==> src/rtl/tgr_pkg.sv <==
// shared types, codes and reset values for the tilt gesture recognizer
package tgr_pkg;

	localparam int AXIS_W   = 16;
	localparam int LEVEL_W  = 15;
	localparam int TIME_W   = 32;
	localparam int CODE_W   = 3;
	localparam int LED_W    = 5;
	localparam int CFG_IDX_W = 3;
	localparam int CFG_DAT_W = 32;

	// orientation and event codes share one encoding
	localparam logic [CODE_W-1:0] ORI_UP      = 3'd0;
	localparam logic [CODE_W-1:0] ORI_DOWN    = 3'd1;
	localparam logic [CODE_W-1:0] ORI_LEFT    = 3'd2;
	localparam logic [CODE_W-1:0] ORI_RIGHT   = 3'd3;
	localparam logic [CODE_W-1:0] EV_ENTER    = 3'd4;
	localparam logic [CODE_W-1:0] EV_EXIT     = 3'd5;
	localparam logic [CODE_W-1:0] ORI_NEUTRAL = 3'd6;
	localparam logic [CODE_W-1:0] ORI_OTHER   = 3'd7;

	localparam logic [CFG_IDX_W-1:0] REG_QUIET_BAND  = 3'd0;
	localparam logic [CFG_IDX_W-1:0] REG_GRAVITY     = 3'd1;
	localparam logic [CFG_IDX_W-1:0] REG_MODE_SWITCH = 3'd2;
	localparam logic [CFG_IDX_W-1:0] REG_CLICK_MIN   = 3'd3;
	localparam logic [CFG_IDX_W-1:0] REG_CLICK_MAX   = 3'd4;

	localparam logic [LEVEL_W-1:0] QUIET_BAND_RST  = 15'd50;
	localparam logic [LEVEL_W-1:0] GRAVITY_RST     = 15'd100;
	localparam logic [TIME_W-1:0]  MODE_SWITCH_RST = 32'd2000000;
	localparam logic [TIME_W-1:0]  CLICK_MIN_RST   = 32'd1000000;
	localparam logic [TIME_W-1:0]  CLICK_MAX_RST   = 32'd2000000;

	localparam logic [LED_W-1:0] LED_CLICK = 5'h1f;
	localparam logic [LED_W-1:0] LED_SHORT = 5'h04;
	localparam logic [LED_W-1:0] LED_READY = 5'h15;
	localparam logic [LED_W-1:0] LED_OFF   = 5'h00;

	typedef struct packed {
		logic [TIME_W-1:0] mode_switch_time;
		logic [TIME_W-1:0] click_min_time;
		logic [TIME_W-1:0] click_max_time;
	} tgr_timing_t;

	typedef struct packed {
		logic              event_valid;
		logic [CODE_W-1:0] event_code;
		logic              led_valid;
		logic [LED_W-1:0]  led_pattern;
	} tgr_res_t;

endpackage

==> src/rtl/tgr_classify.sv <==
// orientation classifier from one accelerometer sample
module tgr_classify (
	input  logic signed [tgr_pkg::AXIS_W-1:0]  accel_x,
	input  logic signed [tgr_pkg::AXIS_W-1:0]  accel_y,
	input  logic signed [tgr_pkg::AXIS_W-1:0]  accel_z,
	input  logic        [tgr_pkg::LEVEL_W-1:0] quiet_band,
	input  logic        [tgr_pkg::LEVEL_W-1:0] gravity_level,
	output logic        [tgr_pkg::CODE_W-1:0]  orientation
);

	// one extra bit so that minus the level always fits
	logic signed [tgr_pkg::AXIS_W:0] x_ext, y_ext, z_ext;
	logic signed [tgr_pkg::AXIS_W:0] q_pos, q_neg, g_pos, g_neg;
	logic qx, qy, qz;

	assign x_ext = {accel_x[tgr_pkg::AXIS_W-1], accel_x};
	assign y_ext = {accel_y[tgr_pkg::AXIS_W-1], accel_y};
	assign z_ext = {accel_z[tgr_pkg::AXIS_W-1], accel_z};
	assign q_pos = $signed({2'b00, quiet_band});
	assign q_neg = -q_pos;
	assign g_pos = $signed({2'b00, gravity_level});
	assign g_neg = -g_pos;

	assign qx = (x_ext > q_neg) && (x_ext < q_pos);
	assign qy = (y_ext > q_neg) && (y_ext < q_pos);
	assign qz = (z_ext > q_neg) && (z_ext < q_pos);

	always_comb begin
		if (qx && qy && (z_ext > g_pos)) begin
			orientation = tgr_pkg::ORI_NEUTRAL;
		end else if (qx && qz && (y_ext < g_neg)) begin
			orientation = tgr_pkg::ORI_UP;
		end else if (qx && qz && (y_ext > g_pos)) begin
			orientation = tgr_pkg::ORI_DOWN;
		end else if (qy && qz && (x_ext < g_neg)) begin
			orientation = tgr_pkg::ORI_LEFT;
		end else if (qy && qz && (x_ext > g_pos)) begin
			orientation = tgr_pkg::ORI_RIGHT;
		end else begin
			orientation = tgr_pkg::ORI_OTHER;
		end
	end

endmodule

==> src/rtl/tgr_tracker.sv <==
// hold tracking, click and mode events, led feedback
module tgr_tracker (
	input  logic                              clk,
	input  logic                              arst_n,
	input  logic                              step,
	input  logic [tgr_pkg::CODE_W-1:0]        orientation,
	input  logic [tgr_pkg::TIME_W-1:0]        now_us,
	input  tgr_pkg::tgr_timing_t              timing,
	output tgr_pkg::tgr_res_t                 res
);

	logic [tgr_pkg::CODE_W-1:0] held_q;
	logic [tgr_pkg::TIME_W-1:0] entry_time_q;
	logic [tgr_pkg::CODE_W-1:0] last_event_q;

	logic [tgr_pkg::TIME_W-1:0] dur;
	logic [tgr_pkg::CODE_W-1:0] last_next;
	logic ev, blink, known;
	logic [tgr_pkg::CODE_W-1:0] code;
	logic [tgr_pkg::LED_W-1:0]  pat;

	// elapsed time wraps with the free-running counter
	assign dur   = now_us - entry_time_q;
	assign known = (orientation != tgr_pkg::ORI_OTHER);

	always_comb begin
		ev    = 1'b0;
		blink = 1'b0;
		code  = tgr_pkg::ORI_UP;
		if (orientation == tgr_pkg::ORI_NEUTRAL) begin
			if (last_event_q == tgr_pkg::EV_ENTER) begin
				if (held_q == tgr_pkg::ORI_NEUTRAL && dur > timing.mode_switch_time) begin
					ev   = 1'b1;
					code = tgr_pkg::EV_EXIT;
				end
			end else if (held_q[tgr_pkg::CODE_W-1] == 1'b0) begin
				// release from a direction held inside the click window
				if (dur > timing.click_min_time && dur < timing.click_max_time) begin
					ev    = 1'b1;
					code  = held_q;
					blink = 1'b1;
				end
			end
		end else if (orientation == tgr_pkg::ORI_UP && held_q == tgr_pkg::ORI_UP) begin
			if (last_event_q != tgr_pkg::EV_ENTER && dur > timing.mode_switch_time) begin
				ev   = 1'b1;
				code = tgr_pkg::EV_ENTER;
			end
		end
	end

	assign last_next = ev ? code : last_event_q;

	always_comb begin
		if (blink) begin
			pat = tgr_pkg::LED_CLICK;
		end else if (orientation == tgr_pkg::ORI_NEUTRAL) begin
			pat = tgr_pkg::LED_OFF;
		end else if (dur < timing.click_min_time) begin
			pat = tgr_pkg::LED_SHORT;
		end else if (dur < timing.click_max_time) begin
			pat = tgr_pkg::LED_READY;
		end else begin
			pat = tgr_pkg::LED_OFF;
		end
	end

	always_comb begin
		res.event_valid = known && ev;
		res.event_code  = (known && ev) ? code : '0;
		res.led_valid   = known && (last_next != tgr_pkg::EV_ENTER);
		res.led_pattern = (known && (last_next != tgr_pkg::EV_ENTER)) ? pat : '0;
	end

	always_ff @(posedge clk or negedge arst_n) begin
		if (!arst_n) begin
			held_q       <= tgr_pkg::ORI_OTHER;
			entry_time_q <= '0;
			last_event_q <= tgr_pkg::ORI_NEUTRAL;
		end else if (step && known) begin
			last_event_q <= last_next;
			if (orientation != held_q) begin
				held_q       <= orientation;
				entry_time_q <= now_us;
			end
		end
	end

endmodule

==> src/rtl/tilt_gesture_recognizer_core.sv <==
// top level: config registers, sample register, result register and handshake
// a word accepted into the sample register passes through the classifier and tracker into the result register
// throughput: one word per cycle while the output is not stalled; the hold state is
//   read and written as a word moves from the sample register to the result register
// a stalled output holds its word and backs up into the sample register
// reset: asynchronous, active low; config returns to defaults, hold state to
//   "other", entry time to zero, last event to neutral, both stages empty
module tilt_gesture_recognizer_core (
	input  logic                                 clk,
	input  logic                                 arst_n,
	input  logic                                 in_valid,
	output logic                                 in_stall,
	input  logic signed [tgr_pkg::AXIS_W-1:0]    accel_x,
	input  logic signed [tgr_pkg::AXIS_W-1:0]    accel_y,
	input  logic signed [tgr_pkg::AXIS_W-1:0]    accel_z,
	input  logic        [tgr_pkg::TIME_W-1:0]    now_us,
	output logic                                 out_valid,
	input  logic                                 out_stall,
	output logic                                 event_valid,
	output logic        [tgr_pkg::CODE_W-1:0]    event_code,
	output logic                                 led_valid,
	output logic        [tgr_pkg::LED_W-1:0]     led_pattern,
	input  logic                                 cfg_valid,
	output logic                                 cfg_ready,
	input  logic        [tgr_pkg::CFG_IDX_W-1:0] cfg_index,
	input  logic        [tgr_pkg::CFG_DAT_W-1:0] cfg_data
);

	logic [tgr_pkg::LEVEL_W-1:0] quiet_band_q;
	logic [tgr_pkg::LEVEL_W-1:0] gravity_q;
	tgr_pkg::tgr_timing_t        timing_q;

	logic                               valid_s1;
	logic signed [tgr_pkg::AXIS_W-1:0]  x_s1, y_s1, z_s1;
	logic        [tgr_pkg::TIME_W-1:0]  now_s1;

	logic              out_valid_q;
	tgr_pkg::tgr_res_t res_q;
	tgr_pkg::tgr_res_t res;

	logic out_free, s1_fire, in_acc;
	logic [tgr_pkg::CODE_W-1:0] orientation;

	assign cfg_ready = 1'b1;

	always_ff @(posedge clk or negedge arst_n) begin
		if (!arst_n) begin
			quiet_band_q              <= tgr_pkg::QUIET_BAND_RST;
			gravity_q                 <= tgr_pkg::GRAVITY_RST;
			timing_q.mode_switch_time <= tgr_pkg::MODE_SWITCH_RST;
			timing_q.click_min_time   <= tgr_pkg::CLICK_MIN_RST;
			timing_q.click_max_time   <= tgr_pkg::CLICK_MAX_RST;
		end else if (cfg_valid && cfg_ready) begin
			unique case (cfg_index)
				tgr_pkg::REG_QUIET_BAND: begin
					quiet_band_q <= cfg_data[tgr_pkg::LEVEL_W-1:0];
				end
				tgr_pkg::REG_GRAVITY: begin
					gravity_q <= cfg_data[tgr_pkg::LEVEL_W-1:0];
				end
				tgr_pkg::REG_MODE_SWITCH: begin
					timing_q.mode_switch_time <= cfg_data;
				end
				tgr_pkg::REG_CLICK_MIN: begin
					timing_q.click_min_time <= cfg_data;
				end
				tgr_pkg::REG_CLICK_MAX: begin
					timing_q.click_max_time <= cfg_data;
				end
				default: begin
				end
			endcase
		end
	end

	// handshake: the sample register moves on whenever the result register is free
	assign out_free = !out_valid_q || !out_stall;
	assign s1_fire  = valid_s1 && out_free;
	assign in_stall = valid_s1 && !out_free;
	assign in_acc   = in_valid && !in_stall;

	always_ff @(posedge clk or negedge arst_n) begin
		if (!arst_n) begin
			valid_s1 <= 1'b0;
		end else if (in_acc) begin
			valid_s1 <= 1'b1;
		end else if (s1_fire) begin
			valid_s1 <= 1'b0;
		end
	end

	always_ff @(posedge clk) begin
		if (in_acc) begin
			x_s1   <= accel_x;
			y_s1   <= accel_y;
			z_s1   <= accel_z;
			now_s1 <= now_us;
		end
	end

	tgr_classify u_classify (
		.accel_x       (x_s1),
		.accel_y       (y_s1),
		.accel_z       (z_s1),
		.quiet_band    (quiet_band_q),
		.gravity_level (gravity_q),
		.orientation   (orientation)
	);

	tgr_tracker u_tracker (
		.clk         (clk),
		.arst_n      (arst_n),
		.step        (s1_fire),
		.orientation (orientation),
		.now_us      (now_s1),
		.timing      (timing_q),
		.res         (res)
	);

	always_ff @(posedge clk or negedge arst_n) begin
		if (!arst_n) begin
			out_valid_q <= 1'b0;
		end else if (s1_fire) begin
			out_valid_q <= 1'b1;
		end else if (!out_stall) begin
			out_valid_q <= 1'b0;
		end
	end

	always_ff @(posedge clk) begin
		if (s1_fire) begin
			res_q <= res;
		end
	end

	assign out_valid   = out_valid_q;
	assign event_valid = res_q.event_valid;
	assign event_code  = res_q.event_code;
	assign led_valid   = res_q.led_valid;
	assign led_pattern = res_q.led_pattern;

	// a blocked sample word waits in place
	a_s1_hold: assert property (@(posedge clk) disable iff (!arst_n)
		valid_s1 && !out_free |=> valid_s1 && $stable(now_s1) && $stable(x_s1))
		else $error("sample word lost while output blocked");

	a_stall_only_when_full: assert property (@(posedge clk) disable iff (!arst_n)
		in_stall |-> valid_s1 && out_valid_q)
		else $error("input stalled with free pipeline");

	a_no_code_without_event: assert property (@(posedge clk) disable iff (!arst_n)
		out_valid_q && !res_q.event_valid |-> res_q.event_code == '0)
		else $error("event code set without event");

	a_enter_mutes_led: assert property (@(posedge clk) disable iff (!arst_n)
		out_valid_q && res_q.event_valid && res_q.event_code == tgr_pkg::EV_ENTER
			|-> !res_q.led_valid)
		else $error("led painted on mode entry");

	a_click_blinks: assert property (@(posedge clk) disable iff (!arst_n)
		out_valid_q && res_q.event_valid && !res_q.event_code[tgr_pkg::CODE_W-1]
			|-> res_q.led_valid && res_q.led_pattern == tgr_pkg::LED_CLICK)
		else $error("click without full led pattern");

endmodule
==> config.mk <==
export PLATFORM = sky130hd
export DESIGN_NAME = tilt_gesture_recognizer_core
export DESIGN_NICKNAME = d
export VERILOG_FILES = /design/src/rtl/tgr_pkg.sv /design/src/rtl/tgr_classify.sv /design/src/rtl/tgr_tracker.sv /design/src/rtl/tilt_gesture_recognizer_core.sv
export SDC_FILE = /design/constraint.sdc
export NUM_CORES = 1
export LEC_CHECK = 0
export ABC_AREA = 1
export BUFFER_PORTS_ARGS = -buffer_cell sky130_fd_sc_hd__buf_2
export CORE_MARGIN = 2
export CORE_UTILIZATION = 50
export DETAILED_ROUTE_END_ITERATION = 10
export GPL_TIMING_DRIVEN = 0
export PLACE_DENSITY = 0.76
export SLEW_MARGIN = 5
export SYNTH_ARGS = -nofsm -noshare
export SYNTH_HDL_FRONTEND = slang
export SYNTH_SLANG_ARGS = --single-unit
==> constraint.sdc <==
create_clock -name clk -period 10.8 [get_ports clk]
set_input_delay 3.24 -clock clk [delete_from_list [all_inputs] [get_ports clk]]
set_output_delay 3.24 -clock clk [all_outputs]
set_load 0.02 [all_outputs]
==> run_summary.xml <==
<?xml version="1.0" encoding="UTF-8"?>
<metrics>
  <group name="global_route">
    <metric name="vias_in_the_first_global_route" unit="">15300</metric>
    <metric name="globalRouteTotalUtil" unit="">0.252</metric>
    <metric name="wire_length_of_the_first_global_routing_pass" unit="um">76700</metric>
    <metric name="antenna_found_initial" unit="">0</metric>
    <metric name="grt_max_degree" unit="">117</metric>
    <metric name="globalRouteOverflowTotal" unit="">0</metric>
  </group>
  <group name="synth">
    <metric name="ys_ff_latch" unit="">254</metric>
    <metric name="synth_top_family_by_area" unit="">adder cells</metric>
    <metric name="synth_enable_flop_cells" unit="">88</metric>
    <metric name="post_synth.cell_area_avg" unit="sq um">8.70</metric>
    <metric name="synthArstFlopShare" unit="">0.654</metric>
    <metric name="yosysSeqAreaShare" unit="">0.378</metric>
    <metric name="synthSimpleGateAreaFrac" unit="">0.188</metric>
    <metric name="synth_fa_ha_area_frac" unit="">0.203</metric>
    <metric name="post_synth_inst_count" unit="">2077</metric>
    <metric name="synth_compound_area_frac" unit="">0.122</metric>
    <metric name="number_of_nets_produced_by_synthesis" unit="">2490</metric>
    <metric name="syn-cell-area" unit="sq um">18100</metric>
    <metric name="post_synthesis_cell_type_count" unit="">55</metric>
    <metric name="synth_xor_xnor_area_share" unit="">0.0296</metric>
    <metric name="synth.area.mux_share" unit="">0</metric>
    <metric name="synth_flop_cell" unit="">sky130_fd_sc_hd__dfrtp_1</metric>
    <metric name="yosys_warnings" unit="">0</metric>
  </group>
  <group name="detailed_routing">
    <metric name="final_antenna_net_count" unit="">0</metric>
    <metric name="detail_route.first_pass.iterations" unit="">6</metric>
    <metric name="post_drt_via_cell_ratio" unit="">5.51</metric>
    <metric name="first_iter_violations" unit="">793</metric>
    <metric name="number_of_remaining_drc_errors" unit="">0</metric>
    <metric name="detailroute.via_count" unit="">15000</metric>
    <metric name="routedWlPerCell" unit="um">17.4</metric>
    <metric name="final_routed_wirelength_across_all_metal_layers" unit="um">47500</metric>
  </group>
  <group name="pwr">
    <metric name="sw_frac_of_total" unit="">0.438</metric>
    <metric name="pwr-share-clk" unit="">0.205</metric>
    <metric name="combinationalPowerShare" unit="">0.526</metric>
    <metric name="pwr-share-seq" unit="">0.270</metric>
    <metric name="pwr_density_cell" unit="nW/um^2">247</metric>
    <metric name="report.power.total" unit="W">0.00505</metric>
    <metric name="p_leak" unit="nW">10.2</metric>
    <metric name="power.switching" unit="W">0.00221</metric>
    <metric name="peakVddDrop" unit="V">0.000218</metric>
    <metric name="cellInternalPower" unit="W">0.00283</metric>
  </group>
  <group name="sta">
    <metric name="final_max_slew_viol_count" unit="">0</metric>
    <metric name="max-slew-margin-rel" unit="">0.367</metric>
    <metric name="worst-slew-pin-transition" unit="ps">950</metric>
    <metric name="setup_total_negative_slack" unit="ps">0</metric>
    <metric name="worst_clock_skew" unit="ps">13.6</metric>
    <metric name="fmaxAchievable" unit="GHz">0.144</metric>
    <metric name="setup_repair_after_global_routing_missed_its_margin" unit="">no</metric>
    <metric name="setup_viol" unit="">0</metric>
    <metric name="min_period" unit="ps">6920</metric>
    <metric name="final_hold_viol_count" unit="">0</metric>
    <metric name="final.period_utilization" unit="">0.641</metric>
  </group>
  <group name="finish">
    <metric name="final_cell_mix" unit="">sky130_fd_sc_hd__nand2_1, sky130_fd_sc_hd__inv_1, sky130_fd_sc_hd__ha_1</metric>
    <metric name="most_frequent_standard_cell_in_the_layout_excluding_fill_and_tap_cells" unit="">sky130_fd_sc_hd__nand2_1</metric>
    <metric name="antenna_cells_inserted" unit="">0</metric>
    <metric name="drive_above_1_share" unit="">0.159</metric>
    <metric name="nFillCells" unit="">3139</metric>
    <metric name="nets" unit="">2654</metric>
    <metric name="area_growth_syn_to_layout" unit="%">12.9</metric>
  </group>
  <group name="floorplan">
    <metric name="core_area" unit="sq um">35600</metric>
    <metric name="placement_row_count" unit="">69</metric>
    <metric name="initial_utilization" unit="">0.508</metric>
    <metric name="floorplan.die_area" unit="sq um">37700</metric>
    <metric name="number_of_placed_i_o_pins" unit="">133</metric>
    <metric name="die_x" unit="um">194</metric>
    <metric name="die_h" unit="um">194</metric>
  </group>
  <group name="worst_setup_path">
    <metric name="critical_path_peak_fanout" unit="">2</metric>
    <metric name="cp_data_required_time" unit="ps">7560</metric>
    <metric name="timing.critical_path.max_delay_family" unit="">buffers and inverters</metric>
    <metric name="critical_path.max_stage_delay" unit="ps">180</metric>
    <metric name="crit_path_frequent_cell" unit="">sky130_fd_sc_hd__buf_2</metric>
    <metric name="critical_path.reg2reg.startpoint" unit="">now_s1[0]$_DFFE_PP_</metric>
    <metric name="setup.worst_path.end" unit="">in_stall</metric>
    <metric name="worst_reg2reg_setup_slack" unit="ps">4190</metric>
    <metric name="critical_path_depth" unit="">4</metric>
    <metric name="critPathArrivalTime" unit="ps">3680</metric>
    <metric name="start_kind" unit="">primary input</metric>
    <metric name="crit-reg2reg-capture" unit="">led_pattern[2]$_SDFFCE_PN0P_</metric>
    <metric name="timing.critical_path.from" unit="">out_stall</metric>
    <metric name="r2r.worst_path.cells" unit="">32</metric>
    <metric name="critical_path.n_buffers_inverters" unit="">2</metric>
    <metric name="end_kind" unit="">output pin</metric>
    <metric name="critical_path_class" unit="">in2out</metric>
    <metric name="critical_path.cell_chain" unit="">buf_2 -&gt; nand2_1 -&gt; nor2_1 -&gt; buf_2</metric>
    <metric name="critical_path.slowest_cell" unit="">sky130_fd_sc_hd__buf_2</metric>
  </group>
  <group name="job">
    <metric name="cap_violations" unit="">0</metric>
  </group>
  <group name="clock_network">
    <metric name="post_cts_hold_buffers" unit="">0</metric>
    <metric name="clk_pin_slew_worst_paths" unit="ps">60</metric>
    <metric name="post_cts.resized_instances" unit="">0</metric>
    <metric name="cts_made_buffers" unit="">29</metric>
    <metric name="clock_path_buffers" unit="">3</metric>
    <metric name="tritoncts_num_sinks" unit="">254</metric>
    <metric name="cts_tree" unit="">yes</metric>
    <metric name="clk_latency" unit="ps">590</metric>
    <metric name="post_cts.repair.setup_buffers" unit="">0</metric>
    <metric name="clock_tree.root_cell" unit="">sky130_fd_sc_hd__clkbuf_16</metric>
    <metric name="clock_tree.htree_level_count" unit="">1</metric>
  </group>
  <group name="status">
    <metric name="run_status" unit="">finished, final reports clean</metric>
  </group>
  <group name="placement">
    <metric name="numPortBuffers" unit="">131</metric>
    <metric name="place.gp.congestion" unit="">0.923</metric>
    <metric name="post-dp-hpwl" unit="um">37600</metric>
  </group>
  <group name="hold_path">
    <metric name="hold_class" unit="">reg2reg</metric>
  </group>
</metrics>
==> Yosys cell counts, types with 4 or more instances <==
master,instances,area (sq um)
sky130_fd_sc_hd__a211oi_1,5,37.5
sky130_fd_sc_hd__a21o_1,5,37.5
sky130_fd_sc_hd__a21oi_1,155,776
sky130_fd_sc_hd__a21oi_2,4,35.0
sky130_fd_sc_hd__a31oi_1,6,37.5
sky130_fd_sc_hd__clkbuf_1,24,90.1
sky130_fd_sc_hd__dfrtp_1,134,3350
sky130_fd_sc_hd__dfstp_2,32,841
sky130_fd_sc_hd__edfxtp_1,88,2640
sky130_fd_sc_hd__ha_1,292,3650
sky130_fd_sc_hd__inv_1,305,1140
sky130_fd_sc_hd__inv_2,8,30.0
sky130_fd_sc_hd__nand2_1,367,1380
sky130_fd_sc_hd__nand2_2,78,488
sky130_fd_sc_hd__nand2_4,5,56.3
sky130_fd_sc_hd__nand3_1,89,445
sky130_fd_sc_hd__nand3_2,12,120
sky130_fd_sc_hd__nand4_1,31,194
sky130_fd_sc_hd__nor2_1,69,259
sky130_fd_sc_hd__nor2_2,9,56.3
sky130_fd_sc_hd__nor2_4,5,56.3
sky130_fd_sc_hd__nor3_1,29,145
sky130_fd_sc_hd__nor4_1,9,56.3
sky130_fd_sc_hd__o211ai_1,9,67.6
sky130_fd_sc_hd__o21a_1,8,60.1
sky130_fd_sc_hd__o21ai_0,176,881
sky130_fd_sc_hd__o21ai_1,11,55.1
sky130_fd_sc_hd__o21bai_1,4,30.0
sky130_fd_sc_hd__o221ai_1,8,70.1
sky130_fd_sc_hd__o31ai_1,6,45.0
sky130_fd_sc_hd__xnor2_1,12,105
sky130_fd_sc_hd__xor2_1,44,385
==> flip-flops by register name, summed over array words and instances, names as in the netlist, 3 cells and up <==
register / cells
x_s1: 16
gravity_q: 15
timing_q: 96
quiet_band_q: 15
event_code: 3
led_pattern: 3
z_s1: 16
now_s1: 32
u_tracker.held_q: 3
u_tracker.last_event_q: 3
y_s1: 16
u_tracker.entry_time_q: 32
==> worst min-delay path by stage <==
stage                            end                  from  slack [ps]  cells after the start
2_1_floorplan  out_valid$_DFFE_PN0P_  valid_s1$_DFFE_PN0P_         430                      2
3_3_place_gp   out_valid$_DFFE_PN0P_  valid_s1$_DFFE_PN0P_         440                      2
3_5_place_dp   out_valid$_DFFE_PN0P_  valid_s1$_DFFE_PN0P_         460                      2
4_1_cts        out_valid$_DFFE_PN0P_  valid_s1$_DFFE_PN0P_         470                      2
5_1_grt        out_valid$_DFFE_PN0P_  valid_s1$_DFFE_PN0P_         480                      2
6_report       out_valid$_DFFE_PN0P_  valid_s1$_DFFE_PN0P_         470                      2
==> layout make-up <==
class	count	area (sq um)	area share
buffer	36	248	0.0121
clock buffer	37	860	0.0421
clock inverter	17	164	0.00803
inverter	314	1190	0.0581
multi-input combinational	1473	9810	0.481
sequential	254	6840	0.335
tap	461	577	0.0283
timing repair buffer	133	721	0.0353
==> worst min-delay path: cells and delay by family (launching register included) <==
kind,cells,cell delay (ps)
flip-flops,1,330
AND/OR/NAND/NOR,1,60
buffers and inverters,1,50
==> metrics by stage <==
stage | utilization | hold slack (ps) | area [sq um] | instances | setup WS [ps]
after floorplan | - | 433 | 18100 | 2077 | 3940
after global placement | 0.543 | 439 | 19300 | 2669 | 3890
after detailed placement | 0.545 | 459 | 19400 | 2671 | 3880
after CTS | 0.574 | 472 | 20400 | 2725 | 3870
after global routing | 0.574 | 478 | 20400 | 2725 | 3520
final | 0.574 | 468 | 20400 | 2725 | 3880
==> logic make-up after synthesis <==
logic type,count (synthesis)
AND/OR/NAND/NOR,715
AO/OA/AOI/OAI,406
buffers and inverters,350
adder cells (fa/ha/maj),293
flip-flops,254
XOR/XNOR,58
other,1
==> per-layer routing <==
| metal | global-route usage | wire (um) | vias up |
|---|---|---|---|
| li1 | - | - | 7354 |
| met2 | 0.447 | 23300 | 395 |
| met5 | 0 | 0 | - |
| met1 | 0.309 | 19800 | 7133 |
| met3 | 0.0256 | 2060 | 121 |
| met4 | 0.118 | 2320 | 0 |
==> power by group through the flow <==
stage | Combinational, W | Sequential [W] | Clock, W
floorplan | 0.00191 | 0.00134 | 0
global placement | 0.00249 | 0.00137 | 0
finish | 0.00265 | 0.00136 | 0.00103
global route | 0.00303 | 0.00138 | 0.00109
detailed placement | 0.00262 | 0.00137 | 0
CTS | 0.00265 | 0.00136 | 0.00105
Note: power is estimated with default switching activity, not from simulation.
